`src/rtl/core/assert_macros.svh`:
```
// Assertion macros shared by the RTL of the bit field packer.
// Bodies collapse to nothing when SYNTH is defined.
`ifndef ASSERT_MACROS_SVH
`define ASSERT_MACROS_SVH
`ifndef SYNTH
`define BFP_ASSERT_SAME(label, clk, rst_n, ante, cons) \
	label: assert property (@(posedge clk) disable iff (!rst_n) (ante) |-> (cons)) \
		else $error("same-cycle check failed");
`define BFP_ASSERT_NEXT(label, clk, rst_n, ante, cons) \
	label: assert property (@(posedge clk) disable iff (!rst_n) (ante) |=> (cons)) \
		else $error("next-cycle check failed");
`else
`define BFP_ASSERT_SAME(label, clk, rst_n, ante, cons)
`define BFP_ASSERT_NEXT(label, clk, rst_n, ante, cons)
`endif
`endif

```
`src/rtl/core/bfp_pkg.sv`:
```
// Package of the bit field packer: widths, opcodes, controller states and
// the command and status records between controller and datapath. No dependencies.
`timescale 1ns / 1ps
`default_nettype none
package bfp_pkg;

	localparam int BUF_BYTES_DEF  = 256;
	localparam int VALUE_BITS_DEF = 64;

	localparam int OP_W      = 3;
	localparam int VAL_W     = 64;
	localparam int NBITS_W   = 7;
	localparam int BYTE_W    = 8;
	localparam int POS_W     = 12;
	localparam int WIN_BYTES = 9;
	localparam int WIN_W     = WIN_BYTES * BYTE_W;
	localparam int IDX_W     = 4;
	localparam int IN_DATA_W  = 104;
	localparam int OUT_DATA_W = 88;

	typedef enum logic [OP_W-1:0] {
		OP_PUT   = 3'd0,
		OP_GET   = 3'd1,
		OP_WBYTE = 3'd2,
		OP_RBYTE = 3'd3,
		OP_SEEK  = 3'd4,
		OP_SET   = 3'd5
	} bfp_op_t;

	typedef enum logic [2:0] {
		ST_CLEAR,
		ST_IDLE,
		ST_EXEC,
		ST_MOVE,
		ST_FINISH
	} bfp_state_t;

	typedef struct packed {
		logic load;
		logic clr;
		logic rd_first;
		logic move;
		logic commit;
	} bfp_cmd_t;

	typedef struct packed {
		logic clr_done;
		logic mem_op;
		logic last_byte;
		logic out_free;
	} bfp_sts_t;

endpackage
`default_nettype wire

```
`src/rtl/core/bfp_ram.sv`:
```
// Generic single-write, single-read RAM with registered read data.
// No dependencies.
`timescale 1ns / 1ps
`default_nettype none
module bfp_ram #(
	parameter int WIDTH = 8,
	parameter int DEPTH = 256
) (
	input  wire logic                     clk,
	input  wire logic                     wr_en,
	input  wire logic [$clog2(DEPTH)-1:0] wr_addr,
	input  wire logic [WIDTH-1:0]         wr_data,
	input  wire logic                     rd_en,
	input  wire logic [$clog2(DEPTH)-1:0] rd_addr,
	output logic      [WIDTH-1:0]         rd_data
);

	logic [WIDTH-1:0] mem_q [DEPTH];

	// Write port and registered read port.
	always_ff @(posedge clk) begin
		if (wr_en) begin
			mem_q[wr_addr] <= wr_data;
		end
		if (rd_en) begin
			rd_data <= mem_q[rd_addr];
		end
	end

endmodule
`default_nettype wire

```
`src/rtl/core/bfp_ctrl.sv`:
```
// Controller state machine of the bit field packer: clearing pass,
// request intake, byte sequencing and result hand-off. Uses bfp_pkg.
`timescale 1ns / 1ps
`default_nettype none
module bfp_ctrl
	import bfp_pkg::*;
(
	input  wire logic     clk,
	input  wire logic     arst_n,
	input  wire logic     s_tvalid,
	output logic          s_tready,
	input  wire bfp_sts_t sts,
	output bfp_cmd_t      cmd
);

	bfp_state_t state_q;
	bfp_state_t state_d;

	// State register; reset starts the buffer clearing pass.
	always_ff @(posedge clk or negedge arst_n) begin
		if (!arst_n) begin
			state_q <= ST_CLEAR;
		end else begin
			state_q <= state_d;
		end
	end

	// Next state and commands.
	always_comb begin
		state_d  = state_q;
		cmd      = '0;
		s_tready = 1'b0;
		case (state_q)
			ST_CLEAR: begin
				cmd.clr = 1'b1;
				if (sts.clr_done) begin
					state_d = ST_IDLE;
				end
			end
			ST_IDLE: begin
				s_tready = 1'b1;
				if (s_tvalid) begin
					cmd.load = 1'b1;
					state_d  = ST_EXEC;
				end
			end
			ST_EXEC: begin
				if (sts.mem_op) begin
					cmd.rd_first = 1'b1;
					state_d      = ST_MOVE;
				end else begin
					state_d = ST_FINISH;
				end
			end
			ST_MOVE: begin
				cmd.move = 1'b1;
				if (sts.last_byte) begin
					state_d = ST_FINISH;
				end
			end
			ST_FINISH: begin
				if (sts.out_free) begin
					cmd.commit = 1'b1;
					state_d    = ST_IDLE;
				end
			end
			default: begin
				state_d = ST_IDLE;
			end
		endcase
	end

endmodule
`default_nettype wire

```
`src/rtl/core/bfp_dp.sv`:
```
// Datapath of the bit field packer: request decode, cursor, byte window,
// merge logic, result register and the buffer RAM. Uses bfp_pkg and bfp_ram.
`timescale 1ns / 1ps
`default_nettype none
module bfp_dp
	import bfp_pkg::*;
#(
	parameter int BUF_BYTES  = BUF_BYTES_DEF,
	parameter int VALUE_BITS = VALUE_BITS_DEF
) (
	input  wire logic                  clk,
	input  wire logic                  arst_n,
	input  wire logic [IN_DATA_W-1:0]  s_tdata,
	input  wire logic [OP_W-1:0]       s_tuser,
	input  wire logic                  m_tready,
	output logic                       m_tvalid,
	output logic      [OUT_DATA_W-1:0] m_tdata,
	input  wire bfp_cmd_t              cmd,
	output bfp_sts_t                   sts
);

	localparam int AW    = $clog2(BUF_BYTES);
	localparam int CW    = $clog2(BUF_BYTES * 8 + 1);
	localparam int LIMIT = BUF_BYTES * 8;

	// Request fields.
	logic [VAL_W-1:0]   fval;
	logic [NBITS_W-1:0] nbits;
	logic               sext;
	logic [BYTE_W-1:0]  baddr;
	logic [BYTE_W-1:0]  bin;
	logic [POS_W-1:0]   target;

	assign fval   = s_tdata[63:0];
	assign nbits  = s_tdata[70:64];
	assign sext   = s_tdata[71];
	assign baddr  = s_tdata[79:72];
	assign bin    = s_tdata[87:80];
	assign target = s_tdata[99:88];

	// Architectural cursor and operation context.
	logic [CW-1:0]      cursor_q;
	logic [CW-1:0]      cur_next_q;
	logic               mem_q;
	logic               wr_q;
	logic               get_q;
	logic               rbyte_q;
	logic               ovr_q;
	logic               sext_q;
	logic [NBITS_W-1:0] n_q;
	logic [VAL_W-1:0]   lm_q;
	logic [2:0]         sh_q;
	logic [AW-1:0]      addr_q;
	logic [IDX_W-1:0]   cnt_q;
	logic [IDX_W-1:0]   idx_q;
	logic [WIN_W-1:0]   data_q;
	logic [WIN_W-1:0]   mask_q;
	logic [WIN_W-1:0]   win_q;
	logic [AW-1:0]      clr_q;
	logic               out_valid_q;
	logic [OUT_DATA_W-1:0] out_q;

	// Decoded request.
	logic [CW-1:0]      cur_next_d;
	logic               mem_d;
	logic               wr_d;
	logic               get_d;
	logic               rbyte_d;
	logic               ovr_d;
	logic [VAL_W-1:0]   lm_d;
	logic [2:0]         sh_d;
	logic [AW-1:0]      addr_d;
	logic [IDX_W-1:0]   cnt_d;
	logic [WIN_W-1:0]   data_d;
	logic [WIN_W-1:0]   mask_d;
	logic               fits;
	logic               addr_ok;
	logic               pos_ok;
	logic [IDX_W-1:0]   field_bytes;

	// Range checks and per-field geometry at the current cursor.
	always_comb begin
		lm_d        = (64'd1 << nbits) - 64'd1;
		fits        = (nbits != '0) && (32'(nbits) <= VALUE_BITS)
			&& ((32'(cursor_q) + 32'(nbits)) <= LIMIT);
		addr_ok     = 32'(baddr) < BUF_BYTES;
		pos_ok      = 32'(target) <= LIMIT;
		field_bytes = IDX_W'((8'(cursor_q[2:0]) + 8'(nbits) + 8'd7) >> 3);
	end

	// Operation decode.
	always_comb begin
		cur_next_d = cursor_q;
		mem_d      = 1'b0;
		wr_d       = 1'b0;
		get_d      = 1'b0;
		rbyte_d    = 1'b0;
		ovr_d      = 1'b0;
		sh_d       = cursor_q[2:0];
		addr_d     = AW'(cursor_q >> 3);
		cnt_d      = field_bytes;
		data_d     = {8'h00, fval & lm_d} << cursor_q[2:0];
		mask_d     = {8'h00, lm_d} << cursor_q[2:0];
		case (bfp_op_t'(s_tuser))
			OP_PUT: begin
				if (fits) begin
					mem_d      = 1'b1;
					wr_d       = 1'b1;
					cur_next_d = cursor_q + CW'(nbits);
				end else begin
					ovr_d = 1'b1;
				end
			end
			OP_GET: begin
				if (fits) begin
					mem_d      = 1'b1;
					get_d      = 1'b1;
					cur_next_d = cursor_q + CW'(nbits);
				end else begin
					ovr_d = 1'b1;
				end
			end
			OP_WBYTE, OP_RBYTE: begin
				sh_d   = 3'd0;
				addr_d = AW'(baddr);
				cnt_d  = IDX_W'(1);
				data_d = WIN_W'(bin);
				mask_d = WIN_W'(8'hff);
				if (addr_ok) begin
					mem_d   = 1'b1;
					wr_d    = (bfp_op_t'(s_tuser) == OP_WBYTE);
					rbyte_d = (bfp_op_t'(s_tuser) == OP_RBYTE);
				end else begin
					ovr_d = 1'b1;
				end
			end
			OP_SEEK: begin
				if (!pos_ok) begin
					ovr_d = 1'b1;
				end else if (32'(target) > 32'(cursor_q)) begin
					cur_next_d = CW'(target);
				end
			end
			OP_SET: begin
				if (pos_ok) begin
					cur_next_d = CW'(target);
				end else begin
					ovr_d = 1'b1;
				end
			end
			default: begin
				cur_next_d = cursor_q;
			end
		endcase
	end

	// Buffer RAM and its port steering.
	logic              ram_wr_en;
	logic [AW-1:0]     ram_wr_addr;
	logic [BYTE_W-1:0] ram_wr_data;
	logic              ram_rd_en;
	logic [AW-1:0]     ram_rd_addr;
	logic [BYTE_W-1:0] ram_rd_data;
	logic              last_byte;

	assign last_byte   = (cnt_q == IDX_W'(1));
	assign ram_wr_en   = cmd.clr || (cmd.move && wr_q);
	assign ram_wr_addr = cmd.clr ? clr_q : addr_q;
	assign ram_wr_data = cmd.clr ? '0
		: ((ram_rd_data & ~mask_q[BYTE_W-1:0]) | data_q[BYTE_W-1:0]);
	assign ram_rd_en   = cmd.rd_first || (cmd.move && !last_byte);
	assign ram_rd_addr = cmd.rd_first ? addr_q : (addr_q + AW'(1));

	bfp_ram #(
		.WIDTH(BYTE_W),
		.DEPTH(BUF_BYTES)
	) u_ram (
		.clk    (clk),
		.wr_en  (ram_wr_en),
		.wr_addr(ram_wr_addr),
		.wr_data(ram_wr_data),
		.rd_en  (ram_rd_en),
		.rd_addr(ram_rd_addr),
		.rd_data(ram_rd_data)
	);

	// Result assembly from the gathered byte window.
	logic [WIN_W-1:0] aligned;
	logic [VAL_W-1:0] fld;
	logic             sgn;
	logic [VAL_W-1:0] vout;
	logic [BYTE_W-1:0] bout;

	always_comb begin
		aligned = win_q >> sh_q;
		fld     = aligned[VAL_W-1:0] & lm_q;
		sgn     = fld[6'(n_q - 7'd1)];
		vout    = '0;
		if (get_q) begin
			vout = (sext_q && (n_q != 7'(VAL_W)) && sgn) ? (fld | ~lm_q) : fld;
		end
		bout = rbyte_q ? win_q[BYTE_W-1:0] : '0;
	end

	// Control registers: cursor, clear counter, output valid.
	always_ff @(posedge clk or negedge arst_n) begin
		if (!arst_n) begin
			cursor_q    <= '0;
			clr_q       <= '0;
			out_valid_q <= 1'b0;
		end else begin
			if (cmd.clr) begin
				clr_q <= clr_q + AW'(1);
			end
			if (cmd.commit) begin
				cursor_q    <= cur_next_q;
				out_valid_q <= 1'b1;
			end else if (m_tready) begin
				out_valid_q <= 1'b0;
			end
		end
	end

	// Operation context, byte window and result payload.
	always_ff @(posedge clk) begin
		if (cmd.load) begin
			cur_next_q <= cur_next_d;
			mem_q      <= mem_d;
			wr_q       <= wr_d;
			get_q      <= get_d;
			rbyte_q    <= rbyte_d;
			ovr_q      <= ovr_d;
			sext_q     <= sext;
			n_q        <= nbits;
			lm_q       <= lm_d;
			sh_q       <= sh_d;
			addr_q     <= addr_d;
			cnt_q      <= cnt_d;
			idx_q      <= '0;
			data_q     <= data_d;
			mask_q     <= mask_d;
			win_q      <= '0;
		end else if (cmd.move) begin
			win_q[{idx_q, 3'b000} +: BYTE_W] <= ram_rd_data;
			idx_q  <= idx_q + IDX_W'(1);
			addr_q <= addr_q + AW'(1);
			cnt_q  <= cnt_q - IDX_W'(1);
			data_q <= data_q >> BYTE_W;
			mask_q <= mask_q >> BYTE_W;
		end
		if (cmd.commit) begin
			out_q <= {3'b000, ovr_q, 12'(cur_next_q), bout, vout};
		end
	end

	assign m_tvalid = out_valid_q;
	assign m_tdata  = out_q;

	assign sts.clr_done  = (clr_q == AW'(BUF_BYTES - 1));
	assign sts.mem_op    = mem_q;
	assign sts.last_byte = last_byte;
	assign sts.out_free  = !out_valid_q || m_tready;

endmodule
`default_nettype wire

```
`src/rtl/core/bit_field_pack_unpack.sv`:
```
// Sequence: a request is taken in idle and decoded; a put or get touching k bytes (1..9)
// or a byte read/write (one byte) then moves through its bytes, one buffer RAM access per
// byte touched; seek, set and refused requests skip the buffer. The result is committed
// once the output register is free. A new request is taken only after that commit.
// Reset: cursor goes to zero, then a clearing pass writes zero to all BUF_BYTES bytes,
// one per cycle, with s_tready low; requests are taken after that.
// Top level of the bit field packer; uses bfp_pkg, bfp_ctrl, bfp_dp, assert_macros.svh.
`timescale 1ns / 1ps
`default_nettype none
`include "assert_macros.svh"
module bit_field_pack_unpack
	import bfp_pkg::*;
#(
	parameter int BUF_BYTES  = BUF_BYTES_DEF,
	parameter int VALUE_BITS = VALUE_BITS_DEF
) (
	input  wire logic                  clk,
	input  wire logic                  arst_n,
	input  wire logic                  s_tvalid,
	output logic                       s_tready,
	// [63:0] field_value, [70:64] field_bits, [71] sign_extend, [79:72] byte_addr,
	// [87:80] byte_in, [99:88] bit_position, [103:100] zero
	input  wire logic [IN_DATA_W-1:0]  s_tdata,
	// [2:0] opcode
	input  wire logic [OP_W-1:0]       s_tuser,
	output logic                       m_tvalid,
	input  wire logic                  m_tready,
	// [63:0] value_out, [71:64] byte_out, [83:72] cursor_out, [84] overrun, [87:85] zero
	output logic      [OUT_DATA_W-1:0] m_tdata
);

	bfp_cmd_t cmd;
	bfp_sts_t sts;

	// Sequencer.
	bfp_ctrl u_ctrl (
		.clk     (clk),
		.arst_n  (arst_n),
		.s_tvalid(s_tvalid),
		.s_tready(s_tready),
		.sts     (sts),
		.cmd     (cmd)
	);

	// Decode, buffer and result path.
	bfp_dp #(
		.BUF_BYTES (BUF_BYTES),
		.VALUE_BITS(VALUE_BITS)
	) u_dp (
		.clk     (clk),
		.arst_n  (arst_n),
		.s_tdata (s_tdata),
		.s_tuser (s_tuser),
		.m_tready(m_tready),
		.m_tvalid(m_tvalid),
		.m_tdata (m_tdata),
		.cmd     (cmd),
		.sts     (sts)
	);

	// One request at a time: intake closes right after a request is taken.
	`BFP_ASSERT_NEXT(a_one_at_a_time, clk, arst_n, s_tvalid && s_tready, !s_tready)
	// A result is only committed when the output register can take it.
	`BFP_ASSERT_SAME(a_commit_free, clk, arst_n, cmd.commit, sts.out_free)
	// Byte sequencing only runs for requests that reach the buffer.
	`BFP_ASSERT_SAME(a_move_mem, clk, arst_n, cmd.move, sts.mem_op)
	// A committed result is presented on the next cycle.
	`BFP_ASSERT_NEXT(a_commit_shows, clk, arst_n, cmd.commit, m_tvalid)

endmodule
`default_nettype wire
```
`config.mk`:
```
export PLATFORM = sky130hd
export DESIGN_NAME = bit_field_pack_unpack
export DESIGN_NICKNAME = d
export VERILOG_FILES = /design/src/rtl/core/bfp_pkg.sv /design/src/rtl/core/bfp_ram.sv /design/src/rtl/core/bfp_ctrl.sv /design/src/rtl/core/bfp_dp.sv /design/src/rtl/core/bit_field_pack_unpack.sv
export VERILOG_INCLUDE_DIRS = /design/src /design/src/rtl/core
export SDC_FILE = /design/constraint.sdc
export NUM_CORES = 2
export LEC_CHECK = 0
export BUFFER_PORTS_ARGS = -buffer_cell sky130_fd_sc_hd__buf_4
export CAP_MARGIN = 20
export CORE_ASPECT_RATIO = 0.6
export CORE_MARGIN = 4
export CORE_UTILIZATION = 45
export DETAILED_ROUTE_END_ITERATION = 12
export GPL_TIMING_DRIVEN = 1
export PLACE_DENSITY = 0.64
export SETUP_SLACK_MARGIN = 0.02
export SLEW_MARGIN = 20
export SYNTH_ARGS = -nofsm -noshare
export SYNTH_HDL_FRONTEND = slang
export SYNTH_HIERARCHICAL = 1
export SYNTH_SLANG_ARGS = --single-unit
```
`constraint.sdc`:
```
create_clock -name clk -period 17 [get_ports clk]
set_clock_uncertainty 0.1 [all_clocks]
set_input_delay 3.4 -clock clk [delete_from_list [all_inputs] [get_ports clk]]
set_output_delay 3.4 -clock clk [all_outputs]
set_load 0.01 [all_outputs]
```
==> flow_summary.toml <==
[timing]
hold_violations = 0
final.setup.tns_ns = 0
max_freq_mhz = 121.6
slew_violations = 0
tightest_slew_ns = 1.324
period_minus_slack_ns = 8.225
hold_ws_ns = 0.3373
finalSetupViolCount = 0
worst_slew_margin_rel_pct = 11.73
post-route-period-util_pct = 48.38
rsz0062_at_grt = "false"

[cts]
cts_buffer_depth = 4
holdBufCountCts = 0
clk_pin_slew_ns = 0.07
cts_buffers = 225
cts_resized = 0
cts.sink_count = 2486
insertion_delay_ns = 0.87
root_buffer = "clkbuf_16"
tritoncts = "done"
cts_setup_buffers = 0
htreeDepth = 4

[logic_synthesis]
yosysTopAreaCell = "edfxtp_1"
async_flop_share_pct = 0.9654
netlist_instances = 6550
synth-edff-count = 2387
synthFlopType = "edfxtp_1"
yosysSeqAreaShare_pct = 68.57
syn_area_um2 = 107600
yosys_register_bits = 2486
ys_types = 107
ys_top_cells_by_area = "edfxtp_1 67%, mux4_2 11%, mux2i_1 3.0%, nor2_1 1.8%, dfxtp_1 1.4%"
synth_commonest_cells = "2387 x edfxtp_1, 541 x mux4_2, 526 x nor2_1"
synth.most_common_cell = "edfxtp_1"
yosys.area.top_type_share_pct = 66.61
yosys_warnings = 6
syn_area_per_cell_um2 = 16.43

[setup_path]
cp_common_cell = "buf_4"
worstReg2RegStart = "u_ctrl/state_q[1]$_DFFE_PN0P_"
reg2reg_depth = 11
critPathBufInv = 3
path_delay_family = "simple AND/OR/NAND/NOR gates"
path_cells = "buf_4, nor4_1, nand2_1, nor2_1, inv_1, ha_1, buf_4, nor4b_1, a32oi_1, o311ai_0, o21ai_0, mux2_2, o2bb2ai_1"
worst_setup_path_start_kind = "input port"
end_kind = "register"
path_max_fanout = 37
critPathKind = "in2reg"
slowest_stage = "o311ai_0"
cpPeakStageDelay_ns = 0.82
critPathRequiredTime_ns = 17.63
r2r_end = "u_dp/u_ram/rd_data[3]$_DFFE_PP_"
cp.depth = 13
cp.arrival_ns = 8.86
reg2reg_slack_ns = 10.30

[pwr]
p_switching_uw = 9678
power_density_nw_per_um2 = 204.9
power_frac_seq_pct = 36.5
clkPwrFrac_pct = 21.1
switching_share_pct = 39.52
power.leakage_uw = 0.03868
peakVddDrop_v = 0.0002430
combPwrFrac_pct = 42.5
p_int_uw = 14810

[die]
die_area_um2 = 247300
core_area_um2 = 236900
io_pins = 201
die_w_um = 639.3
start_util_pct = 45.42
die_y_um = 386.8
row_count = 138

[layout]
fillers = 19330
multi_input_area_um2 = 31340
drive_above_1_share_pct = 20.26
syn2layout_area_growth_pct = 11.04
finalInstanceArea_um2 = 119500
fin_cells = 9987
nets = 6802
register_area_um2 = 73790

[grt]
grt_max_degree = 187
grt_pass1_wl_um = 459100
antenna_found_initial = 25
grt_usage_pct = 25.69
grt_pass1_vias = 60060
grt_overflow = 0

[placed_design]
io_buffers = 193
place_congestion = 1.005
placed_cells = 9574
dp_hpwl_um = 219300
dpl_cell_area_um2 = 112000

[drt]
drtIter0Drc = 11160
wl_um = 325600
drt_pass1_iterations = 6
drc = 0
ant_nets = 0
via_per_inst = 6.515
avgRoutedWirePerCell_um = 32.60
vias = 65070

[hold_path]
holdPathEnd = "u_dp/m_tdata[84]$_DFFE_PP_"
hold_path_depth = 0
min_path_type = "reg2reg"
min_from = "u_dp/ovr_q$_SDFFCE_PP0P_"

[run_status]
outcome = "finished, final reports clean"

[run]
drv_cap = 0
==> sequential cells by signal (all words and copies together), names as in the netlist <==
name / cells
u_dp/data_q: 71
u_dp/u_ram/mem_q: 2048
u_dp/addr_q: 8
u_dp/mem_q: 1
u_dp/n_q: 7
u_dp/cnt_q: 4
u_dp/idx_q: 4
u_dp/get_q: 1
u_dp/sext_q: 1
u_dp/u_ram/rd_data: 8
u_dp/clr_q: 8
u_dp/ovr_q: 1
u_dp/lm_q: 64
u_dp/cursor_q: 12
u_dp/rbyte_q: 1
u_dp/wr_q: 1
u_dp/sh_q: 3
u_dp/m_tdata: 85
u_dp/mask_q: 71
u_ctrl/state_q: 3
u_dp/win_q: 71
u_dp/cur_next_q: 12
u_dp/m_tvalid: 1
==> area by class of cell <==
class                   count  area share [%]
inverters                  94          0.2963
multi-input cells        3504           26.23
clock buffers             281           5.046
flip-flops and latches   2486           61.76
clock inverters           123           1.077
repair buffers            344           2.287
diodes                      5         0.01047
well taps                3150           3.298
==> routing by layer <==
layer	vias to the layer above	wire (um)	GRT usage, %
met4	14	5457	4.361
li1	26600	-	-
met3	371	51920	10.58
met5	-	92	0
met2	4093	122400	30.93
met1	34000	145700	42.59
==> layout by cell type (no fill, tap or decap), types with 44 or more instances in the layout <==
| cell | instances |
|---|---|
| nor2_1 | 510 |
| buf_4 | 331 |
| mux2i_1 | 318 |
| mux2_2 | 65 |
| nor2b_1 | 49 |
| clkbuf_16 | 232 |
| a22oi_1 | 141 |
| a21oi_1 | 236 |
| a31oi_1 | 71 |
| o22ai_1 | 84 |
| dfxtp_1 | 75 |
| edfxtp_1 | 2387 |
| o21ai_0 | 156 |
| inv_1 | 84 |
| o221ai_1 | 89 |
| nand3_1 | 144 |
| clkinv_1 | 44 |
| clkbuf_1 | 45 |
| mux4_2 | 541 |
| nand2_1 | 337 |
| nor3_1 | 53 |
==> worst max-delay path by stage <==
| stage | from | to | slack, ns |
|---|---|---|---|
| after global routing | s_tdata[67] | u_dp/data_q[34]$_DFFE_PP_ | 8.49 |
| after detailed placement | s_tdata[67] | u_dp/data_q[34]$_DFFE_PP_ | 8.07 |
| after floorplan | m_tready | u_dp/cursor_q[0]$_DFFE_PN0P_ | 6.58 |
| final | s_tdata[67] | u_dp/data_q[34]$_DFFE_PP_ | 8.78 |
| after CTS | s_tdata[67] | u_dp/data_q[34]$_DFFE_PP_ | 9.00 |
| after global placement | s_tdata[67] | u_dp/data_q[34]$_DFFE_PP_ | 8.15 |
==> cells by family after synthesis <==
group | share of synthesized area (%)
simple gates | 5.819
fa+ha+maj | 0.4256
xor+xnor | 0.3488
mux | 15.03
compound gates | 7.186
buf+inv | 2.616
other cells | 0.003485
flops | 68.57
==> through the flow <==
step	power [uW]	utilization, %	worst slack (ns)
2_1_floorplan	15840	-	6.584
3_3_place_gp	18990	47.28	8.145
3_5_place_dp	19190	47.29	8.072
4_1_cts	24320	50.38	9.005
5_1_grt	25400	50.43	8.492
6_report	24490	50.44	8.775
==> power groups by stage <==
stage	Clock, uW	Sequential (uW)	Combinational, uW
after global placement	0	9030	9960
final	5160	8930	10400
after floorplan	0	9250	6590
after CTS	5240	8910	10200
after detailed placement	0	9050	10100
after global routing	5520	8960	10900
(Power assumes the default switching activity.)
